File: src/rtl/stl_pkg.sv
// stl_pkg: shared types, token codes and constants for source_token_lexer.
// Used by stl_front, stl_back and source_token_lexer.
package stl_pkg;

  localparam int LINE_BITS_DEF = 16;
  localparam int COLUMN_BITS_DEF = 16;
  localparam int OUT_BITS = 16;
  localparam int QUEUE_DEPTH = 4;

  typedef enum logic [5:0] {
    TK_ID, TK_NUM, TK_STR, TK_CHR,
    TK_ASSIGN, TK_EQ, TK_REBKT, TK_PLUS, TK_PLUS_AS, TK_MINUS, TK_MINUS_AS,
    TK_ARROW, TK_STAR, TK_STAR_AS, TK_SLASH, TK_SLASH_AS, TK_PCT, TK_PCT_AS,
    TK_PCT2, TK_PCT2_AS, TK_NOT, TK_NEQ, TK_GT, TK_GE, TK_LT, TK_LE,
    TK_AND, TK_OR, TK_DOT, TK_DOT2, TK_DOT2_EQ, TK_LBKT, TK_LEBKT, TK_RBKT,
    TK_LPAREN, TK_RPAREN, TK_LBRACE, TK_RBRACE, TK_COLON, TK_SEMI, TK_COMMA,
    TK_NONE
  } tok_t;

  typedef enum logic [3:0] {
    M_IDLE, M_IDENT, M_NUM, M_NUM_DOT, M_STR, M_STR_ESC, M_CHR, M_CHR_ESC,
    M_HASH1, M_LINE, M_BLOCK, M_BLOCK_HASH, M_OP1, M_OP2
  } mode_t;

  typedef enum logic [2:0] {
    ERR_NONE, ERR_INVALID, ERR_STR, ERR_CHR, ERR_ESCAPE
  } err_t;

  localparam logic [7:0] CH_NL = 8'h0a;
  localparam logic [7:0] CH_TAB = 8'h09;
  localparam logic [7:0] CH_CR = 8'h0d;
  localparam logic [7:0] CH_BSL = 8'h5c;
  localparam logic [7:0] CH_HASH = 8'h23;
  localparam logic [7:0] CH_DQ = 8'h22;
  localparam logic [7:0] CH_SQ = 8'h27;

  // one result word, before location is attached
  typedef struct packed {
    tok_t       ttype;
    logic [7:0] ch;
    logic       cv;
    logic       tend;
    err_t       err;
    logic       dotloc;   // located at held dot column instead of token start
  } res_t;

  // everything one step produces: up to three results with locations
  typedef struct packed {
    logic [1:0]          count;      // 1..3
    logic [1:0]          first_new;  // first result at the new token start; 3 if none
    res_t [2:0]          res;
    logic [OUT_BITS-1:0] line;
    logic [OUT_BITS-1:0] col;
    logic [OUT_BITS-1:0] dot_col;
    logic [OUT_BITS-1:0] new_line;
    logic [OUT_BITS-1:0] new_col;
  } step_t;

  function automatic logic is_alpha(logic [7:0] c);
    return (c >= "a" && c <= "z") || (c >= "A" && c <= "Z") || c == "_";
  endfunction

  function automatic logic is_digit(logic [7:0] c);
    return c >= "0" && c <= "9";
  endfunction

  function automatic logic is_space(logic [7:0] c);
    return c == " " || c == CH_TAB || c == CH_CR || c == CH_NL;
  endfunction

  function automatic logic is_look_op(logic [7:0] c);
    return c == "=" || c == "+" || c == "-" || c == "*" || c == "/" || c == "%" ||
           c == "!" || c == ">" || c == "<" || c == "&" || c == "|" || c == "." ||
           c == "[";
  endfunction

  function automatic tok_t single_type(logic [7:0] c);
    tok_t t;
    case (c)
      ":": t = TK_COLON;
      ";": t = TK_SEMI;
      "(": t = TK_LPAREN;
      ")": t = TK_RPAREN;
      "{": t = TK_LBRACE;
      "}": t = TK_RBRACE;
      "]": t = TK_RBKT;
      ",": t = TK_COMMA;
      default: t = TK_NONE;
    endcase
    return t;
  endfunction

  function automatic tok_t pair_type(logic [7:0] a, logic [7:0] b);
    tok_t t;
    t = TK_NONE;
    if (b == "=") begin
      case (a)
        "=": t = TK_EQ;
        "+": t = TK_PLUS_AS;
        "-": t = TK_MINUS_AS;
        "*": t = TK_STAR_AS;
        "/": t = TK_SLASH_AS;
        "%": t = TK_PCT_AS;
        "!": t = TK_NEQ;
        ">": t = TK_GE;
        "<": t = TK_LE;
        "[": t = TK_LEBKT;
        default: t = TK_NONE;
      endcase
    end else if (a == "=" && b == "]") t = TK_REBKT;
    else if (a == "-" && b == ">") t = TK_ARROW;
    else if (a == "&" && b == "&") t = TK_AND;
    else if (a == "|" && b == "|") t = TK_OR;
    return t;
  endfunction

  function automatic tok_t lone_type(logic [7:0] a);
    tok_t t;
    case (a)
      "=": t = TK_ASSIGN;
      "+": t = TK_PLUS;
      "-": t = TK_MINUS;
      "*": t = TK_STAR;
      "/": t = TK_SLASH;
      "%": t = TK_PCT;
      "!": t = TK_NOT;
      ">": t = TK_GT;
      "<": t = TK_LT;
      ".": t = TK_DOT;
      "[": t = TK_LBKT;
      default: t = TK_NONE;
    endcase
    return t;
  endfunction

endpackage

File: src/rtl/stl_front.sv
// stl_front: scanner state machine; takes one byte per cycle when in_fire and
// pushes a step record (one to three results) into the queue. Uses stl_pkg.
module stl_front #(
  parameter int LINE_BITS = stl_pkg::LINE_BITS_DEF,
  parameter int COLUMN_BITS = stl_pkg::COLUMN_BITS_DEF
) (
  input  logic           clk,
  input  logic           rst,
  input  logic           in_fire,
  input  logic           kind,
  input  logic [7:0]     char_in,
  output logic           push,
  output stl_pkg::step_t push_data
);

  stl_pkg::mode_t mode, mode_next;
  logic [7:0] held0, held0_next;
  logic has_dot, has_dot_next;
  logic halted, halted_next;
  logic [LINE_BITS-1:0] line;
  logic [COLUMN_BITS-1:0] col;
  logic [LINE_BITS-1:0] tline, tline_next;
  logic [COLUMN_BITS-1:0] tcol, tcol_next;
  logic [COLUMN_BITS-1:0] dcol, dcol_next;
  logic dot_used;

  stl_pkg::res_t [2:0] rs;
  logic [1:0] n;
  logic [1:0] fn;

  function automatic logic [stl_pkg::OUT_BITS-1:0] sat_l(logic [LINE_BITS-1:0] v);
    logic [stl_pkg::OUT_BITS-1:0] r;
    r = '1;
    if (LINE_BITS <= stl_pkg::OUT_BITS || v <= LINE_BITS'({stl_pkg::OUT_BITS{1'b1}}))
      r = stl_pkg::OUT_BITS'(v);
    return r;
  endfunction

  function automatic logic [stl_pkg::OUT_BITS-1:0] sat_c(logic [COLUMN_BITS-1:0] v);
    logic [stl_pkg::OUT_BITS-1:0] r;
    r = '1;
    if (COLUMN_BITS <= stl_pkg::OUT_BITS || v <= COLUMN_BITS'({stl_pkg::OUT_BITS{1'b1}}))
      r = stl_pkg::OUT_BITS'(v);
    return r;
  endfunction

  always_comb begin
    stl_pkg::mode_t m;
    stl_pkg::tok_t t;
    logic [7:0] c;
    logic again;
    logic s;
    logic [7:0] q;
    logic [7:0] d;
    logic dv;
    mode_next = mode;
    held0_next = held0;
    has_dot_next = has_dot;
    halted_next = halted;
    tline_next = tline;
    tcol_next = tcol;
    dcol_next = dcol;
    dot_used = 1'b0;
    rs = '0;
    n = 2'd0;
    fn = 2'd3;
    c = char_in;
    m = mode;
    again = 1'b0;
    t = stl_pkg::TK_NONE;
    s = 1'b0;
    q = 8'd0;
    d = 8'd0;
    dv = 1'b0;
    if (kind) begin
      if (!halted) begin
        case (mode)
          stl_pkg::M_IDENT: begin
            rs[0] = '{stl_pkg::TK_ID, 8'd0, 1'b0, 1'b1, stl_pkg::ERR_NONE, 1'b0}; n = 2'd1;
          end
          stl_pkg::M_NUM: begin
            rs[0] = '{stl_pkg::TK_NUM, 8'd0, 1'b0, 1'b1, stl_pkg::ERR_NONE, 1'b0}; n = 2'd1;
          end
          stl_pkg::M_NUM_DOT: begin
            rs[0] = '{stl_pkg::TK_NUM, 8'd0, 1'b0, 1'b1, stl_pkg::ERR_NONE, 1'b0};
            rs[1] = '{stl_pkg::TK_DOT, 8'd0, 1'b0, 1'b1, stl_pkg::ERR_NONE, 1'b1};
            n = 2'd2;
          end
          stl_pkg::M_OP1: begin
            t = stl_pkg::lone_type(held0);
            if (t == stl_pkg::TK_NONE)
              rs[0] = '{stl_pkg::TK_ID, 8'd0, 1'b0, 1'b1, stl_pkg::ERR_INVALID, 1'b0};
            else
              rs[0] = '{t, 8'd0, 1'b0, 1'b1, stl_pkg::ERR_NONE, 1'b0};
            n = 2'd1;
          end
          stl_pkg::M_OP2: begin
            rs[0] = '{(held0 == "%") ? stl_pkg::TK_PCT2 : stl_pkg::TK_DOT2, 8'd0, 1'b0,
                      1'b1, stl_pkg::ERR_NONE, 1'b0};
            n = 2'd1;
          end
          stl_pkg::M_STR, stl_pkg::M_STR_ESC: begin
            rs[0] = '{stl_pkg::TK_ID, 8'd0, 1'b0, 1'b1, stl_pkg::ERR_STR, 1'b0}; n = 2'd1;
          end
          stl_pkg::M_CHR, stl_pkg::M_CHR_ESC: begin
            rs[0] = '{stl_pkg::TK_ID, 8'd0, 1'b0, 1'b1, stl_pkg::ERR_CHR, 1'b0}; n = 2'd1;
          end
          default: n = 2'd0;
        endcase
      end
      mode_next = stl_pkg::M_IDLE;
      held0_next = 8'd0;
      has_dot_next = 1'b0;
      halted_next = 1'b0;
      tline_next = LINE_BITS'(1);
      tcol_next = '0;
      dcol_next = '0;
    end else if (!halted) begin
      // at most three passes: a number split at a held dot, then the dot
      // operator, then a new token
      for (int pass = 0; pass < 3; pass++) begin
        if (pass == 0 || again) begin
          again = 1'b0;
          case (m)
            stl_pkg::M_IDENT: begin
              if (stl_pkg::is_alpha(c) || stl_pkg::is_digit(c)) begin
                rs[n] = '{stl_pkg::TK_ID, c, 1'b1, 1'b0, stl_pkg::ERR_NONE, 1'b0}; n = n + 2'd1;
              end else begin
                rs[n] = '{stl_pkg::TK_ID, 8'd0, 1'b0, 1'b1, stl_pkg::ERR_NONE, 1'b0};
                n = n + 2'd1; m = stl_pkg::M_IDLE; again = 1'b1;
              end
            end
            stl_pkg::M_NUM: begin
              if (stl_pkg::is_digit(c)) begin
                rs[n] = '{stl_pkg::TK_NUM, c, 1'b1, 1'b0, stl_pkg::ERR_NONE, 1'b0}; n = n + 2'd1;
              end else if (c == "." && !has_dot_next) begin
                dcol_next = col; m = stl_pkg::M_NUM_DOT;
              end else begin
                rs[n] = '{stl_pkg::TK_NUM, 8'd0, 1'b0, 1'b1, stl_pkg::ERR_NONE, 1'b0};
                n = n + 2'd1; m = stl_pkg::M_IDLE; again = 1'b1;
              end
            end
            stl_pkg::M_NUM_DOT: begin
              if (stl_pkg::is_digit(c)) begin
                rs[n] = '{stl_pkg::TK_NUM, ".", 1'b1, 1'b0, stl_pkg::ERR_NONE, 1'b0};
                rs[n+1] = '{stl_pkg::TK_NUM, c, 1'b1, 1'b0, stl_pkg::ERR_NONE, 1'b0};
                n = n + 2'd2; has_dot_next = 1'b1; m = stl_pkg::M_NUM;
              end else begin
                rs[n] = '{stl_pkg::TK_NUM, 8'd0, 1'b0, 1'b1, stl_pkg::ERR_NONE, 1'b0};
                n = n + 2'd1;
                tcol_next = dcol; held0_next = "."; dot_used = 1'b1;
                m = stl_pkg::M_OP1; again = 1'b1;
              end
            end
            stl_pkg::M_OP1: begin
              if ((held0_next == "%" || held0_next == ".") && c == held0_next) begin
                m = stl_pkg::M_OP2;
              end else begin
                t = stl_pkg::pair_type(held0_next, c);
                if (t != stl_pkg::TK_NONE) begin
                  rs[n] = '{t, 8'd0, 1'b0, 1'b1, stl_pkg::ERR_NONE, dot_used};
                  n = n + 2'd1; m = stl_pkg::M_IDLE;
                end else begin
                  t = stl_pkg::lone_type(held0_next);
                  if (t == stl_pkg::TK_NONE) begin
                    rs[n] = '{stl_pkg::TK_ID, 8'd0, 1'b0, 1'b1, stl_pkg::ERR_INVALID, 1'b0};
                    n = n + 2'd1; halted_next = 1'b1; m = stl_pkg::M_IDLE;
                  end else begin
                    rs[n] = '{t, 8'd0, 1'b0, 1'b1, stl_pkg::ERR_NONE, dot_used};
                    n = n + 2'd1; m = stl_pkg::M_IDLE; again = 1'b1;
                  end
                end
              end
            end
            stl_pkg::M_OP2: begin
              m = stl_pkg::M_IDLE;
              if (c == "=") begin
                rs[n] = '{(held0 == "%") ? stl_pkg::TK_PCT2_AS : stl_pkg::TK_DOT2_EQ, 8'd0,
                          1'b0, 1'b1, stl_pkg::ERR_NONE, 1'b0};
                n = n + 2'd1;
              end else begin
                rs[n] = '{(held0 == "%") ? stl_pkg::TK_PCT2 : stl_pkg::TK_DOT2, 8'd0,
                          1'b0, 1'b1, stl_pkg::ERR_NONE, 1'b0};
                n = n + 2'd1; again = 1'b1;
              end
            end
            stl_pkg::M_HASH1: begin
              if (c == stl_pkg::CH_HASH) m = stl_pkg::M_BLOCK;
              else begin
                m = stl_pkg::M_LINE; again = 1'b1;
              end
            end
            stl_pkg::M_LINE: if (c == stl_pkg::CH_NL) m = stl_pkg::M_IDLE;
            stl_pkg::M_BLOCK: if (c == stl_pkg::CH_HASH) m = stl_pkg::M_BLOCK_HASH;
            stl_pkg::M_BLOCK_HASH:
              m = (c == stl_pkg::CH_HASH) ? stl_pkg::M_IDLE : stl_pkg::M_BLOCK;
            stl_pkg::M_STR, stl_pkg::M_CHR: begin
              s = (m == stl_pkg::M_STR);
              q = s ? stl_pkg::CH_DQ : stl_pkg::CH_SQ;
              if (c == q) begin
                rs[n] = '{s ? stl_pkg::TK_STR : stl_pkg::TK_CHR, 8'd0, 1'b0, 1'b1,
                          stl_pkg::ERR_NONE, 1'b0};
                n = n + 2'd1; m = stl_pkg::M_IDLE;
              end else if (c == stl_pkg::CH_NL) begin
                rs[n] = '{stl_pkg::TK_ID, 8'd0, 1'b0, 1'b1,
                          s ? stl_pkg::ERR_STR : stl_pkg::ERR_CHR, 1'b0};
                n = n + 2'd1; halted_next = 1'b1; m = stl_pkg::M_IDLE;
              end else if (c == stl_pkg::CH_BSL) begin
                m = s ? stl_pkg::M_STR_ESC : stl_pkg::M_CHR_ESC;
              end else begin
                rs[n] = '{s ? stl_pkg::TK_STR : stl_pkg::TK_CHR, c, 1'b1, 1'b0,
                          stl_pkg::ERR_NONE, 1'b0};
                n = n + 2'd1;
              end
            end
            stl_pkg::M_STR_ESC, stl_pkg::M_CHR_ESC: begin
              s = (m == stl_pkg::M_STR_ESC);
              q = s ? stl_pkg::CH_DQ : stl_pkg::CH_SQ;
              dv = 1'b1;
              case (c)
                "n": d = stl_pkg::CH_NL;
                "t": d = stl_pkg::CH_TAB;
                "r": d = stl_pkg::CH_CR;
                stl_pkg::CH_BSL: d = stl_pkg::CH_BSL;
                default: begin
                  d = q; dv = (c == q);
                end
              endcase
              if (!dv) begin
                rs[n] = '{stl_pkg::TK_ID, 8'd0, 1'b0, 1'b1, stl_pkg::ERR_ESCAPE, 1'b0};
                n = n + 2'd1; halted_next = 1'b1; m = stl_pkg::M_IDLE;
              end else begin
                rs[n] = '{s ? stl_pkg::TK_STR : stl_pkg::TK_CHR, d, 1'b1, 1'b0,
                          stl_pkg::ERR_NONE, 1'b0};
                n = n + 2'd1; m = s ? stl_pkg::M_STR : stl_pkg::M_CHR;
              end
            end
            default: begin
              m = stl_pkg::M_IDLE;
              if (!stl_pkg::is_space(c)) begin
                tline_next = line; tcol_next = col; dot_used = 1'b0; fn = n;
                if (stl_pkg::is_alpha(c)) begin
                  m = stl_pkg::M_IDENT;
                  rs[n] = '{stl_pkg::TK_ID, c, 1'b1, 1'b0, stl_pkg::ERR_NONE, 1'b0};
                  n = n + 2'd1;
                end else if (stl_pkg::is_digit(c)) begin
                  m = stl_pkg::M_NUM; has_dot_next = 1'b0;
                  rs[n] = '{stl_pkg::TK_NUM, c, 1'b1, 1'b0, stl_pkg::ERR_NONE, 1'b0};
                  n = n + 2'd1;
                end else if (c == stl_pkg::CH_DQ) m = stl_pkg::M_STR;
                else if (c == stl_pkg::CH_SQ) m = stl_pkg::M_CHR;
                else if (c == stl_pkg::CH_HASH) m = stl_pkg::M_HASH1;
                else if (stl_pkg::is_look_op(c)) begin
                  held0_next = c; m = stl_pkg::M_OP1;
                end else begin
                  t = stl_pkg::single_type(c);
                  if (t != stl_pkg::TK_NONE)
                    rs[n] = '{t, 8'd0, 1'b0, 1'b1, stl_pkg::ERR_NONE, 1'b0};
                  else begin
                    rs[n] = '{stl_pkg::TK_ID, 8'd0, 1'b0, 1'b1, stl_pkg::ERR_INVALID, 1'b0};
                    halted_next = 1'b1;
                  end
                  n = n + 2'd1;
                end
              end
            end
          endcase
        end
      end
      mode_next = m;
    end
  end

  // results before a restart keep the old start; those after use the new one
  always_comb begin
    push = in_fire && (n != 2'd0);
    push_data.count = n;
    push_data.first_new = fn;
    push_data.res = rs;
    push_data.line = sat_l(tline);
    push_data.col = sat_c(tcol);
    push_data.dot_col = sat_c(dcol);
    push_data.new_line = sat_l(line);
    push_data.new_col = sat_c(col);
  end

  always_ff @(posedge clk) begin
    if (rst) begin
      mode <= stl_pkg::M_IDLE;
      held0 <= '0;
      has_dot <= 1'b0;
      halted <= 1'b0;
      line <= LINE_BITS'(1);
      col <= '0;
      tline <= LINE_BITS'(1);
      tcol <= '0;
      dcol <= '0;
    end else if (in_fire) begin
      mode <= mode_next;
      held0 <= held0_next;
      has_dot <= has_dot_next;
      halted <= halted_next;
      tline <= tline_next;
      tcol <= tcol_next;
      dcol <= dcol_next;
      if (kind) begin
        line <= LINE_BITS'(1);
        col <= '0;
      end else if (!halted) begin
        if (char_in == stl_pkg::CH_NL) begin
          if (line != '1) line <= line + LINE_BITS'(1);
          col <= '0;
        end else if (col != '1) begin
          col <= col + COLUMN_BITS'(1);
        end
      end
    end
  end

endmodule

File: src/rtl/stl_back.sv
// stl_back: step queue and output sequencer; pops a step record and sends
// its results one per cycle, unless stalled, via an output register. Uses stl_pkg.
module stl_back (
  input  logic           clk,
  input  logic           rst,
  input  logic           push,
  input  stl_pkg::step_t push_data,
  output logic           space,
  output logic           empty,
  output logic [5:0]     token_type,
  output logic [7:0]     lexeme_char,
  output logic           char_valid,
  output logic           token_end,
  output logic [15:0]    start_line,
  output logic [15:0]    start_column,
  output logic [2:0]     error_code,
  output logic           last,
  output logic           out_valid,
  input  logic           out_ready
);

  localparam int AW = $clog2(stl_pkg::QUEUE_DEPTH);

  stl_pkg::step_t q [stl_pkg::QUEUE_DEPTH];
  logic [AW-1:0] wr, rd;
  logic [AW:0] fill;
  logic [1:0] idx;
  logic pop_step, load;
  stl_pkg::step_t head;
  stl_pkg::res_t r;

  assign head = q[rd];
  assign r = head.res[idx];
  assign load = (fill != '0) && (!out_valid || out_ready);
  assign pop_step = load && (idx == head.count - 2'd1);
  // every slot is usable; space ignores a pop in flight, so the front never checks one
  assign space = fill < (AW+1)'(stl_pkg::QUEUE_DEPTH);
  assign empty = (fill == '0) && !out_valid;

  always_ff @(posedge clk) begin
    if (push) q[wr] <= push_data;
  end

  always_ff @(posedge clk) begin
    if (rst) begin
      wr <= '0;
      rd <= '0;
      fill <= '0;
      idx <= '0;
      out_valid <= 1'b0;
    end else begin
      if (push) wr <= wr + AW'(1);
      if (pop_step) begin
        rd <= rd + AW'(1);
        idx <= '0;
      end else if (load) begin
        idx <= idx + 2'd1;
      end
      fill <= fill + (AW+1)'(push) - (AW+1)'(pop_step);
      if (load) out_valid <= 1'b1;
      else if (out_ready) out_valid <= 1'b0;
    end
  end

  always_ff @(posedge clk) begin
    if (load) begin
      token_type <= r.ttype;
      lexeme_char <= r.ch;
      char_valid <= r.cv;
      token_end <= r.tend;
      start_line <= (idx >= head.first_new) ? head.new_line : head.line;
      start_column <= (idx >= head.first_new) ? head.new_col :
                      (r.dotloc ? head.dot_col : head.col);
      error_code <= r.err;
      last <= pop_step;
    end
  end

endmodule

File: src/rtl/source_token_lexer.sv
// source_token_lexer: top level, front scanner plus back result sequencer.
// Depends on stl_pkg, stl_front and stl_back.
//
// Input channel (valid/ready): kind and char_in, one byte or an end-of-input
// mark per transfer. Output channel (valid/ready): one token result per
// transfer; last marks the final result caused by one input.
// The scanner takes one byte per cycle whenever the step queue has room;
// each byte gives zero to three results, sent one per cycle unless stalled.
// An input's first result goes through the step queue, then the output
// register. Sustained rate is one byte per cycle while bytes give at
// most one result each; bursts of multi-result steps are absorbed by the
// 4-entry step queue, and the output port then sets the rate.
// When the receiver stalls, results wait in the output register and queue;
// the input keeps being taken until the queue is full.
// Reset (synchronous) clears scanner state to line 1, column 0, idle, and
// empties the queue.
// A token's start is kept in the record of the step that emits it; a
// number split off a held dot reports the dot's own column for the operator.
module source_token_lexer #(
  parameter int LINE_BITS = stl_pkg::LINE_BITS_DEF,
  parameter int COLUMN_BITS = stl_pkg::COLUMN_BITS_DEF
) (
  input  logic        clk,
  input  logic        rst,
  input  logic        in_valid,
  output logic        in_ready,
  input  logic        kind,
  input  logic [7:0]  char_in,
  output logic        out_valid,
  input  logic        out_ready,
  output logic [5:0]  token_type,
  output logic [7:0]  lexeme_char,
  output logic        char_valid,
  output logic        token_end,
  output logic [15:0] start_line,
  output logic [15:0] start_column,
  output logic [2:0]  error_code,
  output logic        last
);

  logic in_fire, push, space, empty;
  stl_pkg::step_t step;

  assign in_ready = space;
  assign in_fire = in_valid && in_ready;

  stl_front #(.LINE_BITS(LINE_BITS), .COLUMN_BITS(COLUMN_BITS)) u_front (
    .clk, .rst, .in_fire, .kind, .char_in, .push, .push_data(step)
  );

  stl_back u_back (
    .clk, .rst, .push, .push_data(step), .space, .empty,
    .token_type, .lexeme_char, .char_valid, .token_end, .start_line,
    .start_column, .error_code, .last, .out_valid, .out_ready
  );

  a_push_has_room: assert property (@(posedge clk) disable iff (rst)
    push |-> space) else $error("push into full step queue");

  a_err_ends_token: assert property (@(posedge clk) disable iff (rst)
    out_valid && error_code != stl_pkg::ERR_NONE |-> token_end && !char_valid)
    else $error("error result without token end");

  a_char_not_end: assert property (@(posedge clk) disable iff (rst)
    out_valid && char_valid |-> !token_end) else $error("char result ends token");

  a_empty_idle: assert property (@(posedge clk) disable iff (rst)
    empty |-> !out_valid) else $error("empty back end shows a result");

endmodule

File: config.mk
export PLATFORM = sky130hd
export DESIGN_NAME = source_token_lexer
export DESIGN_NICKNAME = d
export VERILOG_FILES = /design/src/rtl/stl_pkg.sv /design/src/rtl/stl_front.sv /design/src/rtl/stl_back.sv /design/src/rtl/source_token_lexer.sv
export SDC_FILE = /design/constraint.sdc
export NUM_CORES = 1
export LEC_CHECK = 0
export ABC_CLOCK_PERIOD_IN_PS = 27100
export BUFFER_PORTS_ARGS = -buffer_cell sky130_fd_sc_hd__buf_2
export CAP_MARGIN = 20
export CORE_ASPECT_RATIO = 0.6
export CORE_MARGIN = 5
export CORE_UTILIZATION = 30
export CTS_CLUSTER_SIZE = 10
export DETAILED_ROUTE_END_ITERATION = 10
export HOLD_SLACK_MARGIN = 0.08
export PLACE_DENSITY = 0.48
export SKIP_LAST_GASP = 1
export SLEW_MARGIN = 10
export SYNTH_ARGS = -nofsm -noshare
export SYNTH_HDL_FRONTEND = slang
export SYNTH_SLANG_ARGS = --single-unit
export TNS_END_PERCENT = 30
File: constraint.sdc
create_clock -name clk -period 27.1 [get_ports clk]
set_input_delay 2.71 -clock clk [delete_from_list [all_inputs] [get_ports clk]]
set_output_delay 2.71 -clock clk [all_outputs]
set_load 0.01 [all_outputs]
After elaboration in Yosys (flattened, before gate mapping)

Memory sizes are Yosys's and may differ from the RTL's. A register that Yosys moved wholly into a read port is not among the register bits.
Cells that the tools add are included.

Register bits after elaboration: 156
Bits in latches: 0
RAM bits: 576
Bits in read-only memories: 0
Input port bits: 13
Output and inout port bits: 54
Word-level logic and storage cells: 849
Memories kept: 1

Memory list:

| memory   | words | width | rd ports | clocked after Yosys merged registers in | write ports | line           | source |
|---|---|---|---|---|---|---|---|
| u_back.q | 4     | 144   | 1        | 1                                       | 1           | stl_back.sv:24 | `stl_pkg::step_t q [stl_pkg::QUEUE_DEPTH];` |

Add/subtract/negate cells: 14
Multipliers: 0
Div/mod/pow operators: 0
$lt $le $gt $ge: 17
Equal/unequal tests: 134
Shifts and indexed selects: 0
Multiplexer cells: 540
Bitwise gates (word level): 30
Reductions and logical operators: 91

Operators by type and width:

| operator                                       | number |
|---|---|
| two-way mux 60 bit                             | 45 |
| bitwise mux 60 bit                             | 24 |
| case mux 60 bit (8 select lines)               | 2 |
| two-way mux 16 bit                             | 44 |
| two-way mux 20 bit                             | 24 |
| == test 8 x 6 -> 1 bit (second input constant) | 53 |
| two-way mux 6 bit                              | 67 |
| NOT 54 bit                                     | 6 |
| two-way mux 8 bit                              | 40 |
| case mux 6 bit (11 select lines)               | 3 |
| two-way mux 4 bit                              | 46 |
| case mux 6 bit (10 select lines)               | 3 |
| AND 36 x 54 -> 54 bit                          | 3 |
| AND 54 bit                                     | 3 |
| demux 20 bit (select 2 bit)                    | 4 |
| two-way mux 40 bit                             | 4 |
| case mux 20 bit (8 select lines)               | 1 |
| two-way mux 2 bit                              | 69 |
| case mux 4 bit (11 select lines)               | 3 |
| == test 8 x 7 -> 1 bit (second input constant) | 16 |
| two-way mux 1 bit                              | 124 |
| case mux 20 bit (6 select lines)               | 1 |
| NOT 57 bit                                     | 2 |
| case mux 16 bit (2 select lines)               | 3 |
| 66 further kinds                               | 236 |

Logic depth before layout (Yosys ltp)

Gate-level depths: netlist of the first run.

Depth in word-level cells: 68
Depth in mapped cells: 26
Depth with buffers taken out: 23

Hierarchy

Synthesis of the first run repeated with hierarchy kept, for this count alone.

Cells, all modules: 2,576
Area total of the unflattened synthesis: 34,121.5 um^2

Modules (own cells, without submodules):

| module             | times used | cells each | area each (um^2) |
|---|---|---|---|
| stl_back           | 1          | 1,090      | 24,197.0 |
| stl_front          | 1          | 1,485      | 9,918.3 |
| source_token_lexer | 1          | 1          | 6.3 |

Worst setup path before layout of the first run

No wires, ideal clock.

Kind: input -> register
Start point: input char_in[2]
End point: memory u_back.q[0][0] in the netlist's numbering, enable pin
Library setup time: 0.521 ns
Arrival time: 10.084 ns
Setup slack: 16.495 ns
Stages on the path: 20
Path buffers: 3
Cell sequence: clkbuf_1 > clkbuf_1 > clkbuf_1 > nand4b_1 > a2111oi_0 > o32ai_1 > or4_1 > a32o_1 > o21bai_1 > a211oi_1 > a31oi_1 > nor2_1 > a2bb2oi_1 > inv_1 > ha_1 > nor2_1 > o31a_1 > a2bb2oi_1 > a221o_1 > and2_1

RTL lines:

| element     | line                     | source |
|---|---|---|
| from (decl) | source_token_lexer.sv:28 | `input logic [7:0] char_in,` |
| to (decl)   | stl_back.sv:24           |  |

==> run summary, run 1 <==
Clock Root Buffer = clkbuf_16
Wire per inst = 26.6 um
DRT iter0 DRCs = 2539
Area occupied by multi-input gates = 12100 sq um
Pleak = 12.2 nW
Pwr per Cell Area = 83.4 nW/um^2
Mean Syn Cell Area = 13.1 sq um
Register area = 21000 sq um
GRT overflow = 0
Main flop type after synthesis = edfxtp_1
Core footprint = 112000 sq um
Seq cells post-synth = 734
Die width = 443 um
Layout cells sized above 1 = 0.163
Sequential-to-total area share from yosys stat = 0.621
FFs w/ async S/R, synth = 0
Worst slew pin tran = 1.14 ns
Worst endpoint required time = 27.38 ns
Most instantiated cells after synthesis = 628 x edfxtp_1, 223 x nand2_1, 205 x nor2_1, 153 x a21oi_1, 144 x mux4_2
Post-synth EDFFs = 628
Final nets = 2672
FMAX = 0.102 GHz
Ys Warns = 0
Initial Utilization = 0.302
Clk_skew = 0.0506 ns
Slew margin rel. = 0.235
Largest area contributor in the netlist = edfxtp_1
Reg clk slew, reported paths = 0.06 ns
Clock Path Buffers = 3
Yosys top cell area share = 0.558
Number of global-route vias before repair = 23200
Peak supply drop = 54.3 uV
Placed cell count = 4057
PortBufs = 66
Gr usage total = 0.183
Largest net degree at the start of global routing = 66
Status = completed
CTS Buf Count = 84
Syn Inst Count = 2573
Crit path max fanout = 60
Crit. End Element = flip-flop
Critical Setup Path Class = in -> reg
Total wire length = 112 mm
Via count = 23400
Number of distinct library cells after synthesis = 89
Worst-skew pair later-pin latency = 0.68 ns
Slew Limit Fails = 0
GPL Wtd Cong = 0.975
TNS Setup = 0 ns
Die span in y = 270 um
Tmin final = 9.79 ns
Final Non-Filler Cells = 4197
Crit share post-route = 0.361
RSZ-0062 raised after global routing = no
Post-cts resize count = 0
Standard-cell rows = 95
Worst EP arrival = 10.07 ns
I/O Pins = 67
Count leader, synth = edfxtp_1
Initial antenna violation count = 6
Top cells by area, synth = edfxtp_1 56%, mux4_2 9.6%, dfxtp_1 6.3%
CTS tree = done
HP Class = reg -> reg
Pre-antenna DRT Iters = 5
Die area = 120000 sq um
Number of max-cap violations = 0
Post-detail-place hpwl = 73.8 mm
First-pass GRT wire length = 164 mm
Post-route antenna net violation count = 0
Final setup viols = 0
TritonCTS sink count = 734
Filler cells = 10900
Post-CTS setup buffer count = 0
Vias per inst = 5.58
Hold buffers post-CTS = 0
Mapped cell area = 33800 sq um
Number of remaining DRC errors = 0
CP Launch Type = primary input
Clock H-tree levels = 3
Area Overhead vs Synth = 14.0%
Final Hold Vio Count = 0
## worst paths after layout
| kind | from | endpoint | slack (ns) | cells past startpoint |
|---|---|---|---|---|
| worst max-delay path | char_in[1] | u_back.q[2][8] | 17.31 | 17 |
| worst min-delay path | u_front.tline[15] | u_back.q[1][79] | 0.51 | 0 |
| worst max register to register | u_front.mode[1] | u_back.q[2][8] | 18.88 | 20 |
| worst min register to register | u_front.tline[15] | u_back.q[1][79] | 0.51 | 0 |
## report_power, final
group,switching [mW],internal [mW],total (mW)
Combinational,0.490,0.293,0.783
Sequential,0.0403,1.36,1.40
Clock,0.452,0.586,1.04
Total,0.982,2.23,3.22
## layout by cell type (no fill, tap or decap), drive strengths merged, types with 12 or more instances in the layout
| cell type | n |
|---|---|
| a21oi | 153 |
| a221oi | 23 |
| a22o | 17 |
| a22oi | 22 |
| a31oi | 48 |
| and2 | 28 |
| and3 | 24 |
| buf | 137 |
| clkbuf | 129 |
| conb | 24 |
| dfxtp | 106 |
| edfxtp | 628 |
| ha | 17 |
| inv | 55 |
| mux2 | 17 |
| mux2i | 47 |
| mux4 | 144 |
| nand2 | 223 |
| nand2b | 23 |
| nand3 | 69 |
| nand4 | 13 |
| nor2 | 205 |
| nor2b | 20 |
| nor3 | 46 |
| nor3b | 14 |
| nor4 | 12 |
| o211ai | 19 |
| o21a | 13 |
| o21ai | 148 |
| o22ai | 30 |
| o31ai | 12 |
| or3 | 15 |
| xnor2 | 14 |
| xor2 | 12 |
## kinds of logic after synthesis
| family | Yosys count | synth area share |
|---|---|---|
| AOI/OAI and AO/OA | 595 | 0.114 |
| xor gates and xnor gates | 26 | 0.00674 |
| adders and majority gates | 18 | 0.00688 |
| buffers and inverters | 235 | 0.0264 |
| DFF | 734 | 0.621 |
| muxes | 208 | 0.116 |
| other | 1 | 0.000111 |
| and+or+nand+nor | 756 | 0.110 |
## stage by stage
step	area, sq um	utilization	power [mW]	hold WS [ns]	setup slack [ns]
6_report	38600	0.344	3.22	0.506	17.31
5_1_grt	38600	0.344	3.38	0.523	16.93
4_1_cts	38500	0.344	3.26	0.509	17.51
3_5_place_dp	36100	0.322	2.21	0.498	16.80
3_3_place_gp	36100	0.322	2.21	0.481	16.94
2_1_floorplan	33900	-	1.91	0.458	16.50
## cell type report
cell class / count / share of cell area
Sequential cell: 734 / 0.544
Antenna cell: 1 / 0.0000649
Multi-Input combinational cell: 1627 / 0.314
Timing Repair Buffer: 137 / 0.0229
Inverter: 57 / 0.00555
Tap cell: 1503 / 0.0488
Clock inverter: 9 / 0.00467
Clock buffer: 129 / 0.0594
## routing by layer
metal	vias to the layer above	track usage	wire length, um
met5	-	0	0
met1	12000	0.288	54600
li1	10100	-	-
met3	135	0.0517	10500
met2	1101	0.249	44700
met4	0	0.0364	1890
## registers in the layout, indices dropped and copies added, names as in the netlist, 2 cells and up, named ones only
signal               flops
u_back.error_code        3
u_back.fill              3
u_back.idx               2
u_back.lexeme_char       8
u_back.q               576
u_back.rd                2
u_back.start_column     16
u_back.start_line       16
u_back.token_type        6
u_back.wr                2
u_front.col             16
u_front.dcol            16
u_front.held0            8
u_front.line            16
u_front.mode             4
u_front.tcol            16
u_front.tline           16
## critical path, cell delays in order
cell	delay [ns]
buf_2	0.61
clkinv_1	0.60
a211oi_1	0.77
o31a_1	0.53
mux2i_1	0.29
o221ai_1	0.17
nor3_2	0.45
a31oi_1	0.37
o21ai_0	0.42
nand2_1	0.14
ha_1	0.30
nor2_1	0.11
o31a_1	0.16
a2bb2oi_1	0.47
a221o_1	0.46
and2_4	0.56
buf_4	0.79
No activity file was read; power rests on OpenSTA's default activity.
==> run 2, diff against run 1 <==
Settings changed: ABC_CLOCK_PERIOD_IN_PS 27100 to 9100.
Clock period 27.1 ns to 9.1 ns, I/O delays scaled along.
==> run summary, run 2 (synthesis results as in run 1) <==
CP Launch Type = flip-flop
Tmin final = 7.38 ns
Die area = 120000 sq um
Post-Place Worst Slack = 1.34 ns
Total wire length = 111 mm
Status = completed
TritonCTS sink count = 734
CTS tree = done
Critical path's largest stage delay = 0.84 ns
Number of remaining DRC errors = 0
Post-route antenna net violation count = 0
Die width = 443 um
DRT iter0 DRCs = 2592
Die span in y = 270 um
Vias per inst = 5.57
HP Class = reg -> reg
Area post-placement = 36200 sq um
Worst endpoint required time = 9.62 ns
Clock H-tree levels = 3
TNS Setup = 0 ns
Layout cells sized above 1 = 0.163
Clk_skew = 0.0345 ns
Peak supply drop = 190 uV
Pleak = 12.2 nW
Clock Root Buffer = clkbuf_16
Post-CTS setup buffer count = 0
Final Cell Area = 38700 sq um
Worst path slowest cell = dfxtp_1
Worst-path cell chain = or4b_4 -> a2111oi_4 -> or4b_4 -> and3_1 -> a21boi_4 -> o31ai_2 -> o32ai_4 -> a31oi_1 -> o21ai_0 -> nand2_1 -> ha_1 -> nor2_1 -> o31a_1 -> a2bb2oi_1 -> a221o_1 -> inv_1 -> ha_1 -> inv_1 -> ha_1 -> fa_1 -> xnor2_1 -> nor2_1
GRT overflow = 0
Initial antenna violation count = 5
Worst-skew pair later-pin latency = 0.67 ns
Slew Limit Fails = 0
Most frequent cells in the layout = 628 x edfxtp_1, 223 x nand2_1, 202 x nor2_1
Initial Utilization = 0.302
Via count = 23500
Crit share post-route = 0.811
Largest reg by FF count = u_back.q
PortBufs = 66
FMAX = 0.136 GHz
Pre-antenna DRT Iters = 6
Gr usage total = 0.180
Final Hold Vio Count = 0
Clock Path Buffers = 3
Crit path max fanout = 22
RSZ-0062 raised after global routing = no
Worst EP arrival = 7.90 ns
I/O Pins = 67
Reg clk slew, reported paths = 0.06 ns
Critical Setup Path Class = reg -> reg
Commonest non-fill, non-tap cell in the layout = edfxtp_1
Wire per inst = 26.4 um
Worst slew pin tran = 1.17 ns
Final setup viols = 0
First-pass GRT wire length = 162 mm
Slew margin rel. = 0.198
Post-cts resize count = 0
Core footprint = 112000 sq um
GPL Wtd Cong = 1.01
Standard-cell rows = 95
Area Overhead vs Synth = 14.4%
Hold buffers post-CTS = 0
Pwr per Cell Area = 247 nW/um^2
Final nets = 2678
Number of max-cap violations = 0
Crit. End Element = flip-flop
CTS Buf Count = 84
Max FFs per register = 576
Largest net degree at the start of global routing = 70
Post-detail-place hpwl = 74.5 mm
Post-route worst setup slack = 1.72 ns
CP most frequent cell = ha_1
Final Power = 9.55 mW
Number of global-route vias before repair = 22900
[run 2: cell types whose count changed in the layout (fill, tap and decap cells not counted), sizes merged]
cell      delta
clkinvlp     +1
clkbuf       +6
diode        +1
buf          +6
clkinv       -1
bufinv       +1
[run 2: layout make-up]
| class | instances | area [sq um] |
|---|---|---|
| tap | 1503 | 1880 |
| fill | 10900 | 73300 |
| inverter | 57 | 214 |
| clock inverter | 10 | 186 |
| multi-input combinational | 1627 | 12100 |
| clock buffer | 135 | 2290 |
| timing repair buffer | 143 | 1010 |
| antenna | 2 | 5.00 |
| sequential | 734 | 21000 |
[run 2: worst max-delay path, delay by kind of cell, from the launching register on]
family | cells | cell delay [ns]
AO/OA/AOI/OAI | 9 | 3.17
XOR/XNOR | 1 | 0.17
adder cells (fa/ha/maj) | 4 | 1.19
buffers and inverters | 2 | 0.13
flip-flops | 1 | 0.84
AND/OR/NAND/NOR | 6 | 1.70
[run 2: final timing paths]
path,start,endpoint,slack (ns),cells after the start
setup reg to reg,u_front.held0[0],u_back.fill[2],1.72,22
hold / removal,u_front.tline[11],u_back.q[1][75],0.50,0
hold reg to reg,u_front.tline[11],u_back.q[1][75],0.50,0
setup / recovery,u_front.held0[0],u_back.fill[2],1.72,22
[run 2: power breakdown]
| group | leakage (nW) | switching (mW) | internal, mW |
|---|---|---|---|
| clock network | 1.17 | 1.33 | 1.76 |
| registers | 6.60 | 0.117 | 4.04 |
| logic | 4.43 | 1.43 | 0.865 |
| total | 12.2 | 2.88 | 6.67 |
[run 2: metrics by stage]
stage,cells,utilization,hold WS [ns]
finish,4211,0.345,0.497
global route,4210,0.345,0.513
CTS,4209,0.345,0.503
detailed placement,4064,0.323,0.491
global placement,4063,0.323,0.485
floorplan,2596,-,0.458
[run 2: routing by layer]
| metal | track usage | part of all wire | up-vias |
|---|---|---|---|
| met5 | 0 | 0.00019 | - |
| li1 | - | - | 10200 |
| met3 | 0.0554 | 0.098 | 173 |
| met2 | 0.247 | 0.40 | 1070 |
| met4 | 0.0360 | 0.018 | 4 |
| met1 | 0.279 | 0.48 | 12100 |
